**src/hw/rtl/awms_divider.sv**
```systemverilog
`timescale 1ns / 1ps
`default_nettype none
// ----------------------------------------------------------------------------
// awms_divider
// Restoring divider, one quotient bit per cycle.
// ----------------------------------------------------------------------------
module awms_divider #(
  parameter int unsigned NumW = 48,
  parameter int unsigned DenW = 48,
  parameter int unsigned QW   = 17
) (
  input  wire logic            clk_i,
  input  wire logic            rst_ni,
  input  wire logic            start_i,
  input  wire logic [NumW-1:0] num_i,
  input  wire logic [DenW-1:0] den_i,
  output logic                 done_o,
  output logic [QW-1:0]        quot_o
);
  localparam int unsigned CntW = $clog2(NumW + 1);

  logic [NumW-1:0] num_q, num_d;
  logic [DenW-1:0] den_q, den_d;
  logic [DenW:0]   rem_q, rem_d;
  logic [NumW-1:0] quo_q, quo_d;
  logic [CntW-1:0] cnt_q, cnt_d;
  logic            busy_q, busy_d, done_q, done_d;
  logic [DenW:0]   trial;

  always_comb begin
    num_d  = num_q;
    den_d  = den_q;
    rem_d  = rem_q;
    quo_d  = quo_q;
    cnt_d  = cnt_q;
    busy_d = busy_q;
    done_d = 1'b0;
    trial  = {rem_q[DenW-1:0], num_q[NumW-1]};
    if (start_i) begin
      num_d  = num_i;
      den_d  = den_i;
      rem_d  = '0;
      quo_d  = '0;
      cnt_d  = CntW'(NumW);
      busy_d = 1'b1;
    end else if (busy_q) begin
      num_d = {num_q[NumW-2:0], 1'b0};
      if (trial >= {1'b0, den_q}) begin
        rem_d = trial - {1'b0, den_q};
        quo_d = {quo_q[NumW-2:0], 1'b1};
      end else begin
        rem_d = trial;
        quo_d = {quo_q[NumW-2:0], 1'b0};
      end
      cnt_d = cnt_q - 1'b1;
      if (cnt_q == CntW'(1)) begin
        busy_d = 1'b0;
        done_d = 1'b1;
      end
    end
  end

  always_ff @(posedge clk_i or negedge rst_ni) begin
    if (!rst_ni) begin
      busy_q <= 1'b0;
      done_q <= 1'b0;
      cnt_q  <= '0;
    end else begin
      busy_q <= busy_d;
      done_q <= done_d;
      cnt_q  <= cnt_d;
    end
  end

  always_ff @(posedge clk_i) begin
    num_q <= num_d;
    den_q <= den_d;
    rem_q <= rem_d;
    quo_q <= quo_d;
  end

  assign done_o = done_q;
  assign quot_o = QW'(quo_q);
endmodule : awms_divider
`default_nettype wire

```
**config.mk**
```make
export PLATFORM = sky130hd
export DESIGN_NAME = awms_divider
export DESIGN_NICKNAME = d
export VERILOG_FILES = /design/src/hw/rtl/awms_divider.sv
export SDC_FILE = /design/constraint.sdc
export NUM_CORES = 1
export LEC_CHECK = 0
export BUFFER_PORTS_ARGS = -buffer_cell sky130_fd_sc_hd__buf_2
export CORE_ASPECT_RATIO = 0.6
export CORE_UTILIZATION = 50
export CTS_CLUSTER_SIZE = 28
export DETAILED_ROUTE_END_ITERATION = 7
export PLACE_DENSITY = 0.72
export SLEW_MARGIN = 20
export SYNTH_ARGS = -nofsm -noshare
export SYNTH_HDL_FRONTEND = slang
export SYNTH_SLANG_ARGS = --single-unit
export TNS_END_PERCENT = 30
```
**constraint.sdc**
```tcl
create_clock -name clk_i -period 3.3 [get_ports clk_i]
set_clock_uncertainty 0.05 [all_clocks]
set_input_delay 0.33 -clock clk_i [delete_from_list [all_inputs] [get_ports clk_i]]
set_output_delay 0.33 -clock clk_i [all_outputs]
set_load 0.03 [all_outputs]
```
==> results.txt <==
status: finished, final reports clean
first-pass GRT wire length: 36240 um
dpl cell area: 0.01052 mm2
drt wl/cell: 16.78 um
Worst R2R Start: den_q[10]
Via density: 5.612
Detail Placement HPWL: 15880 um
Setup WS post-layout: 0.06998 ns
worst skew pair latency: 0.45 ns
min-delay src: den_i[12]
mux cell area share after synthesis: 8.882%
Total Routed Length: 22920 um
Crit-path slowest cell: a221oi_4
post-layout util: 63.01%
FF-to-FF End: rem_q[18]
DRC: 0
async set or reset register ratio after synthesis: 4.734%
TritonCTS Buffers: 17
# setup viols final: 0
gr ovfl total: 0
path category of the worst min-delay check: primary input to flop
DR iter-0 viols: 712
initial core utilization: 52.06%
largest net degree at the start of global routing: 140
synth top area cells: edfxtp_1 (30%), dfxtp_1 (14%), ha_1 (6.5%)
Levels on crit path: 13
Synth Flop Type: edfxtp_1
area of the multi-input gates: 0.004811 mm2
Synth Instances: 957
power density over cell area: 430.9 mW/mm2
share of post-route cells with drive strength above 1: 24.16%
syn nets: 1107
clock sinks: 169
register bit count reported by yosys: 169
Fill cells: 1500
clock tree buffer depth: 2
Top Family by Delay on Critical Path: compound AO/OA/AOI/OAI gates
Die Wd: 180.7 um
Commonest cells post-synth: edfxtp_1 (96), nor2_1 (85), nand2_1 (75), a21oi_1 (69), inv_1 (67)
met3 WL: 1616 um
vias after detailed routing: 7666
number of max-cap violations: 0
post-synthesis simple-gate area fraction: 11.79%
n_diodes: 0
Setup crit end kind: flop
antenna-violating nets left: 0
Rel. slew slack: 54.41%
Peak VDD IR: 364.8 uV
most frequent cell after synthesis: edfxtp_1
r2r setup slk: 0.07 ns
Final Instance Area: 0.01159 mm2
CTS clk-pin slew, worst paths: 0.08 ns
port bufs: 116
crit-path cells: inv_1 > ha_1 > a21oi_1 > nand3b_1 > a21oi_1 > a211oi_1 > o31ai_4 > a221oi_4 > nor2_4 > buf_4 > buf_12 > mux2i_1 > a211oi_1
CP Max Fanout: 19
number of distinct library cells after synthesis: 66
Tmin final: 3.230 ns
Leak: 5.162 nW
wire length on met2: 9476 um
fmax: 0.3096 GHz
DRT met1 WL: 11650 um
top layer in use: met4
EDFF count, synth: 96
initial antenna violation count: 0
hold slack: 0.01375 ns
area share of the largest cell type after synthesis: 30.09%
All-Layer GR Usage: 23.50%
Bufs and invs on worst path: 3
number of nets in the layout: 1263
main combinational cell family by area after synthesis: compound AO/OA/AOI/OAI gates
Worst setup SP type: flop
area grow syn2layout: 21.03%
period utilization: 97.88%
Die Ht: 109.2 um
sequential area share after synthesis: 45.77%
Post-Syn Area per Cell: 10.01 um2
critical path type: flop to flop
Post-Synth XOR/XNOR Area: 3.932%
post-synthesis adder-cell area fraction: 6.740%
Worst Path Required: 3.61 ns
number of global-route vias before repair: 7087
CTS root buf: clkbuf_16
Netlist Area Pre-Place: 0.009579 mm2
Worst Path Arrival: 3.54 ns
Setup WS pre-CTS: 0.02904 ns
R2R depth: 13
complex-gate fraction of the synthesized area: 17.49%
H-tree depth: 4
DRT Pass-1 Iters: 7
setup TNS: 0 ns
Rows: 38
area of the core: 0.01840 mm2
CP Capture Point: rem_q[18]
# IOs: 117
top cell type by total area after synthesis: edfxtp_1
final RePlAce weighted congestion: 0.9209
Crit. Startpoint: den_q[10]
max incr delay on CP: 0.43 ns
die area: 0.01973 mm2
RSZ-0062 raised after global routing: true
CTS tree: yes
worst slew pin tran: 0.6765 ns
yosys warns: 0
Max Slew Vio Count: 0
register area: 0.004388 mm2
Hold Vio Cnt, Final: 0
worst reg2reg max path, cell delays in order (launching register included):
cell,delay [ns]
edfxtp_1,0.34
inv_1,0.04
ha_1,0.38
a21oi_1,0.24
nand3b_1,0.17
a21oi_1,0.08
a211oi_1,0.38
o31ai_4,0.20
a221oi_4,0.43
nor2_4,0.12
buf_4,0.18
buf_12,0.15
mux2i_1,0.13
a211oi_1,0.25
layout by cell type (no fill, tap or decap), types with 5 or more instances in the layout:
| cell | synthesis | final |
|---|---|---|
| nor2b_1 | 11 | 9 |
| buf_2 | 5 | 115 |
| xnor2_1 | 29 | 29 |
| inv_1 | 67 | 66 |
| a311oi_1 | 16 | 14 |
| nand3_1 | 21 | 21 |
| o21bai_1 | 12 | 12 |
| dfxtp_1 | 65 | 65 |
| mux2i_1 | 31 | 31 |
| o21a_1 | 7 | 7 |
| a31oi_1 | 8 | 6 |
| dfrtp_1 | 8 | 7 |
| o21ai_0 | 37 | 34 |
| buf_4 | 1 | 39 |
| a21oi_1 | 69 | 65 |
| and3_1 | 6 | 6 |
| mux2_2 | 48 | 48 |
| nor3_1 | 8 | 5 |
| nor2_1 | 85 | 84 |
| inv_8 | 0 | 5 |
| nand4_1 | 13 | 13 |
| a21o_1 | 30 | 30 |
| dlygate4sd3_1 | 0 | 32 |
| clkbuf_16 | 0 | 17 |
| ha_1 | 50 | 49 |
| xor2_1 | 14 | 14 |
| a211oi_1 | 26 | 26 |
| nand2_1 | 75 | 75 |
| o211ai_1 | 7 | 7 |
| edfxtp_1 | 96 | 96 |
kinds of logic after synthesis:
logic type | after synthesis
AO/OA/AOI/OAI | 246
XOR/XNOR | 43
adder cells (fa/ha/maj) | 51
buffers and inverters | 121
flip-flops | 169
multiplexers | 79
AND/OR/NAND/NOR | 248
layout make-up:
| cell class | instances | share of cell area, % |
|---|---|---|
| inverters | 67 | 2.169 |
| repair buffers | 190 | 10.87 |
| well taps | 240 | 2.590 |
| flip-flops and latches | 169 | 37.85 |
| multi-input cells | 668 | 41.50 |
| clock buffers | 17 | 3.669 |
| clock inverters | 15 | 1.360 |
sequential cells by signal, summed over array words and instances, names as in the netlist:
| signal | count |
|---|---|
| busy_q | 1 |
| cnt_q | 6 |
| den_q | 48 |
| done_o | 1 |
| num_q | 48 |
| quo_q | 17 |
| rem_q | 48 |
how the worst min path moves through the flow:
stage          cells past startpoint  slack (ns)   endpoint
2_1_floorplan                      0       -0.02     busy_q
3_3_place_gp                       1        0.13     done_o
3_5_place_dp                       1        0.14     done_o
4_1_cts                            1      0.0007  den_q[17]
5_1_grt                            1     0.00007  den_q[24]
6_report                           1        0.01  den_q[12]
layer usage:
metal  global-route usage, %  up-vias
met3                   5.411       16
met4                   6.227        0
met2                   33.31      247
met1                   35.44     3612
li1                        -     3791
met5                       0        -
repair_timing:
action / in CTS / in global routing
buffers inserted: 0 / 6
setup endpoints to repair: 4 / 48
gates resized for setup: 1 / 27
gates cloned: 0 / 1
hold endpoints to repair: 36 / 3
pin swaps: 1 / 9
hold buffers: 29 / 3
metrics by stage:
| step | total power [mW] | instances |
|---|---|---|
| 2_1_floorplan | 2.817 | 957 |
| 3_3_place_gp | 2.998 | 1295 |
| 3_5_place_dp | 3.010 | 1295 |
| 4_1_cts | 5.018 | 1356 |
| 5_1_grt | 5.193 | 1366 |
| 6_report | 4.996 | 1366 |
power by group:
| part | total (mW) | leakage [nW] | switching, mW | internal (mW) |
|---|---|---|---|---|
| combinational | 0.598 | 3.28 | 0.317 | 0.280 |
| sequential | 2.42 | 1.60 | 0.0522 | 2.37 |
| clock | 1.98 | 0.283 | 0.969 | 1.01 |
| total | 5.00 | 5.16 | 1.34 | 3.66 |
(Power assumes the default switching activity.)
