## config.mk

```make
export PLATFORM = sky130hd
export DESIGN_NAME = awms_cell
export DESIGN_NICKNAME = d
export VERILOG_FILES = /design/src/hw/rtl/awms_pkg.sv /design/src/hw/rtl/awms_cell.sv
export SDC_FILE = /design/constraint.sdc
export NUM_CORES = 1
export LEC_CHECK = 0
export ABC_AREA = 1
export BUFFER_PORTS_ARGS = -buffer_cell sky130_fd_sc_hd__buf_4
export CORE_MARGIN = 5
export CORE_UTILIZATION = 30
export DETAILED_ROUTE_END_ITERATION = 8
export SLEW_MARGIN = 40
export SYNTH_ARGS = -nofsm -noshare
export SYNTH_HDL_FRONTEND = slang
export SYNTH_SLANG_ARGS = --single-unit
export TNS_END_PERCENT = 1
```

## constraint.sdc

```tcl
create_clock -name clk_i -period 2 [get_ports clk_i]
set_input_delay 0.4 -clock clk_i [delete_from_list [all_inputs] [get_ports clk_i]]
set_output_delay 0.4 -clock clk_i [all_outputs]
set_load 0.01 [all_outputs]
```

## src/hw/rtl/awms_pkg.sv

```systemverilog
`timescale 1ns / 1ps
`default_nettype none
// ----------------------------------------------------------------------------
// awms_pkg
// Shared types and constants for the adaptive weighted move selector.
// ----------------------------------------------------------------------------
package awms_pkg;

  localparam int unsigned WeightWidth = 17;
  localparam int unsigned RandWidth   = 16;
  localparam int unsigned KindWidth   = 4;
  localparam int unsigned OpWidth     = 2;
  localparam int unsigned RegWidth    = 16;
  localparam int unsigned CfgIdxWidth = 3;

  localparam logic [WeightWidth-1:0] WeightMax   = 17'd131071;
  localparam logic [WeightWidth-1:0] WeightReset = 17'd16384;
  localparam logic [16:0]            Band        = 17'd6554;
  localparam logic [KindWidth-1:0]   FallbackKind = 4'd2;

  typedef enum logic [OpWidth-1:0] {
    OP_SELECT = 2'd0,
    OP_RECORD = 2'd1,
    OP_SETW   = 2'd2,
    OP_CLEAR  = 2'd3
  } op_e;

  typedef enum logic [CfgIdxWidth-1:0] {
    REG_ADAPT_EN   = 3'd0,
    REG_SEL_MODE   = 3'd1,
    REG_TARGET     = 3'd2,
    REG_ADAPT_RATE = 3'd3,
    REG_INTERVAL   = 3'd4
  } reg_e;

  // Command broadcast from the sequencer to every cell.
  typedef enum logic [3:0] {
    CMD_NONE   = 4'd0,
    CMD_CLEAR  = 4'd1,
    CMD_RECORD = 4'd2,
    CMD_SETW   = 4'd3,
    CMD_SCALE  = 4'd4,
    CMD_NORM   = 4'd5,
    CMD_ROT    = 4'd6
  } cmd_e;

  typedef struct packed {
    cmd_e                   cmd;
    logic [KindWidth-1:0]   kind;
    logic                   acc;
    logic [WeightWidth-1:0] wval;
  } cell_ctrl_t;

endpackage : awms_pkg
`default_nettype wire

```

## src/hw/rtl/awms_cell.sv

```systemverilog
`timescale 1ns / 1ps
`default_nettype none
// ----------------------------------------------------------------------------
// awms_cell
// One move type: weight and counters. Cells form a ring that rotates by one
// position on CMD_ROT; the head cell is seen by the shared sequencer.
// ----------------------------------------------------------------------------
module awms_cell #(
  parameter int unsigned CountWidth = 32,
  parameter logic [3:0]  Index      = 4'd0
) (
  input  wire logic                                clk_i,
  input  wire logic                                rst_ni,
  input  awms_pkg::cell_ctrl_t                     ctrl_i,
  input  wire logic                                head_i,
  input  wire logic [awms_pkg::WeightWidth-1:0]    head_w_i,
  input  wire logic [awms_pkg::WeightWidth-1:0]    prev_w_i,
  input  wire logic [CountWidth-1:0]               prev_att_i,
  input  wire logic [CountWidth-1:0]               prev_acc_i,
  input  wire logic [3:0]                          prev_id_i,
  output logic [awms_pkg::WeightWidth-1:0]         w_o,
  output logic [CountWidth-1:0]                    att_o,
  output logic [CountWidth-1:0]                    acc_o,
  output logic [3:0]                               id_o
);
  import awms_pkg::*;

  logic [WeightWidth-1:0] w_q, w_d;
  logic [CountWidth-1:0]  att_q, att_d, acc_q, acc_d;
  logic [3:0]             id_q, id_d;
  logic                   mine;

  assign mine = (ctrl_i.kind == id_q);

  always_comb begin
    w_d   = w_q;
    att_d = att_q;
    acc_d = acc_q;
    id_d  = id_q;
    case (ctrl_i.cmd)
      CMD_CLEAR: begin
        att_d = '0;
        acc_d = '0;
      end
      CMD_RECORD: begin
        if (mine) begin
          if (att_q != '1) att_d = att_q + 1'b1;
          if (ctrl_i.acc && acc_q != '1) acc_d = acc_q + 1'b1;
        end
      end
      CMD_SETW: if (mine) w_d = ctrl_i.wval;
      CMD_SCALE, CMD_NORM: if (head_i) w_d = head_w_i;
      CMD_ROT: begin
        w_d   = prev_w_i;
        att_d = prev_att_i;
        acc_d = prev_acc_i;
        id_d  = prev_id_i;
      end
      default: ;
    endcase
  end

  always_ff @(posedge clk_i or negedge rst_ni) begin
    if (!rst_ni) begin
      w_q   <= (Index < 4'd4) ? WeightReset : '0;
      att_q <= '0;
      acc_q <= '0;
      id_q  <= Index;
    end else begin
      w_q   <= w_d;
      att_q <= att_d;
      acc_q <= acc_d;
      id_q  <= id_d;
    end
  end

  assign w_o   = w_q;
  assign att_o = att_q;
  assign acc_o = acc_q;
  assign id_o  = id_q;
endmodule : awms_cell
`default_nettype wire

```

==> impl_metrics.tcl <==
set metrics [dict create \
    status "completed" \
    irDropWorstVdd_v 0.000317 \
    cp_data_required_time_ns 2.28 \
    totalPowerFinal_uw 4940 \
    cap_viol_max_count 0 \
    fillCellCount 2320 \
    hold_end "id_o[1]" \
    crit_path_cell_trace "nand2_1 -> nor2_1 -> nand2_1 -> nor2_1 -> nand3_2 -> nand3_4 -> buf_4 -> nand2_1 -> nand2_1" \
    final_layout_size_suffix_gt1_share_pct 25.1 \
    die_height_um 156 \
    area.sequential_um2 2130 \
    synthesis.yosys.warnings 0 \
    tritoncts_clock_tree "built" \
    min_from "prev_id_i[1]" \
    place_inst 1594 \
    grt_first_pass_wirelength_mm 36.4 \
    root_buffer "sky130_fd_sc_hd__clkbuf_16" \
    finish.cell_count_without_fillers 1611 \
    htree_levels 3 \
    cpMostUsedCell "sky130_fd_sc_hd__nand2_1" \
    detail_route.vias_per_cell 4.65 \
    criticalPathCategory "reg2reg" \
    regToRegSetupSlack_ns 0.21 \
    initial_utilization_pct 30.3 \
    timing.setup.tns_ns 0 \
    netlist_instances 1078 \
    worst-path-max-fanout 24 \
    cp.arrival_ns 2.07 \
    rows 53 \
    initial_antenna_violation_count 0 \
    placement.io_buffers 215 \
    max_stage_delay_ns 0.48 \
    drt_first_iter_violations 441 \
    worst-slew-pin-transition_ns 0.506 \
    power_density_nw_per_um2 549 \
    synthDistinctLibCells 30 \
    synth-seq-area-share_pct 33.5 \
    drc_errors 0 \
    pre_cts_ws_ns 0.0400 \
    crit_path_top_delay_cell "sky130_fd_sc_hd__dfrtp_1" \
    peak_freq_mhz 559 \
    finalWorstSetupSlack_ns 0.210 \
    layout_min_cycle_time_ns 1.79 \
    antenna_violating_nets_post_route 0 \
    critical_path_end_type "flop" \
    io_pins 216 \
    number_of_setup_buffers_added_after_cts 0 \
    post_synthesis_instance_area_um2 6360 \
    first_global_vias 7218 \
    hold_slack_ns 0.250 \
    synth_seq_cells 85 \
    unrepaired_setup_endpoints_after_global_routing "no" \
    synthToLayoutAreaGrowth_pct 41.6 \
    clock_sink_count 85 \
    grt_remaining_overflow 0 \
    relSlewSlack_pct 66.3 \
    route.detailed.wl_per_inst_um 14.2 \
    critical_path.startpoint_type "flop" \
    multiInputGateArea_um2 3770 \
    chipWidth_um 156 \
    place_congestion 0.875 \
    r2r_end "att_o[24]" \
    clock_insertion_delay_worst_skew_ns 0.35 \
    maximum_buffer_depth_of_the_clock_tree 2 \
    antenna_cells_inserted 0 \
    synth_fp_nets 1212 \
    grt_max_degree 45 \
    cts_made_buffers 9 \
    dieArea_um2 24200 \
    timing.reg2reg.worst_path_depth 9 \
    num_vias 7491 \
    grt_use_total_pct 18.5 \
    drt-total-wl_mm 22.8 \
    most-common-layout-cells "sky130_fd_sc_hd__nand2_1, sky130_fd_sc_hd__buf_4, sky130_fd_sc_hd__nor2_1, sky130_fd_sc_hd__nand3_1, sky130_fd_sc_hd__dfrtp_1" \
    finalSetupViolCount 0 \
    detailedPlacementHpwl_mm 17.9 \
    final.period_utilization_pct 89.5 \
    detail_route.first_pass.iterations 5 \
    timing_hold_violations_final 0 \
    regToRegStartpoint "att_o[16]" \
    coreArea_um2 21000 \
    hold_depth 3 \
    syn_area_per_cell_um2 5.90 \
    fin_skew_ns 0.00688 \
    min_path_type "in2reg" \
    total_nets_final 1465 \
    leading_cell_type_in_the_layout_fill_and_taps_excluded "sky130_fd_sc_hd__nand2_1" \
    number_of_pins_with_negative_max_slew_slack_in_the_final_report 0 \
    clk_transition_reported_paths_ns 0.07 \
    p_leak_uw 0.00457 \
]
[what timing repair did]
action,CTS,global route
endpoints found under the hold margin,24,0
gates resized for setup,0,1
setup endpoints to repair,0,2
hold buffers,1,0
[worst max path at each step]
stage	startpoint	endpoint	slack, ns	cells after the start
6_report	att_o[16]	att_o[24]	0.21	9
5_1_grt	acc_o[1]	acc_o[30]	0.03	12
4_1_cts	acc_o[1]	acc_o[9]	0.19	12
3_5_place_dp	ctrl_i[23]	att_o[11]	0.04	10
3_3_place_gp	ctrl_i[23]	att_o[11]	0.12	10
2_1_floorplan	att_o[0]	att_o[11]	0.31	11
[routing by layer]
layer	track usage, %	up-vias	routed length, um
met1	23.1	3421	9750
li1	-	3837	-
met5	0	-	0
met3	3.94	31	1330
met2	32.5	202	11300
met4	5.13	0	479
[Yosys cell counts (all sizes together)]
cell | instances | area, um^2
xnor2 | 2 | 17.5
or2 | 2 | 12.5
clkbuf | 4 | 15.0
o21ai | 44 | 250
ha | 3 | 37.5
nor2 | 133 | 542
xor2 | 3 | 26.3
a21oi | 13 | 72.6
buf | 29 | 196
dfstp | 1 | 26.3
o21bai | 6 | 45.0
nand3 | 88 | 463
inv | 66 | 250
dfrtp | 84 | 2100
a22o | 2 | 17.5
nand2 | 598 | 2280
[worst max-delay path: cells and delay by family, from the launching register on]
family,cells,cell delay [ns]
buf+inv,1,0.31
flops,1,0.48
simple gates,8,0.93
[layout make-up]
type                       instances  area share, %
clock inverter                     6          0.959
multi-input combinational        894           41.9
timing repair buffer             275           24.2
clock buffer                      10           2.65
sequential                        85           23.6
tap                              275           3.82
inverter                          66           2.78
[through the flow]
step	utilization, %	area, um^2
CTS	42.9	9000
global placement	41.3	8660
detailed placement	41.3	8660
global route	43.0	9000
floorplan	-	6360
finish	43.0	9000
[cell families after synthesis]
kind of cell	after synthesis	synth area share [%]
flip-flops	85	33.5
buffers and inverters	99	7.26
adder cells (fa/ha/maj)	3	0.590
AND/OR/NAND/NOR	821	51.9
AO/OA/AOI/OAI	65	6.06
XOR/XNOR	5	0.689
[power breakdown]
group | switching (uW) | leakage [uW] | total, uW | internal, uW
sequential | 115 | 0.00115 | 1980 | 1860
clock | 759 | 0.000158 | 1890 | 1130
combinational | 528 | 0.00326 | 1070 | 543
total | 1400 | 0.00457 | 4940 | 3540
[sequential cells by signal (all words and copies together), names as in the netlist]
register and cells:
acc_o 32, att_o 32, id_o 4, w_o 17
(Power assumes the default switching activity.)
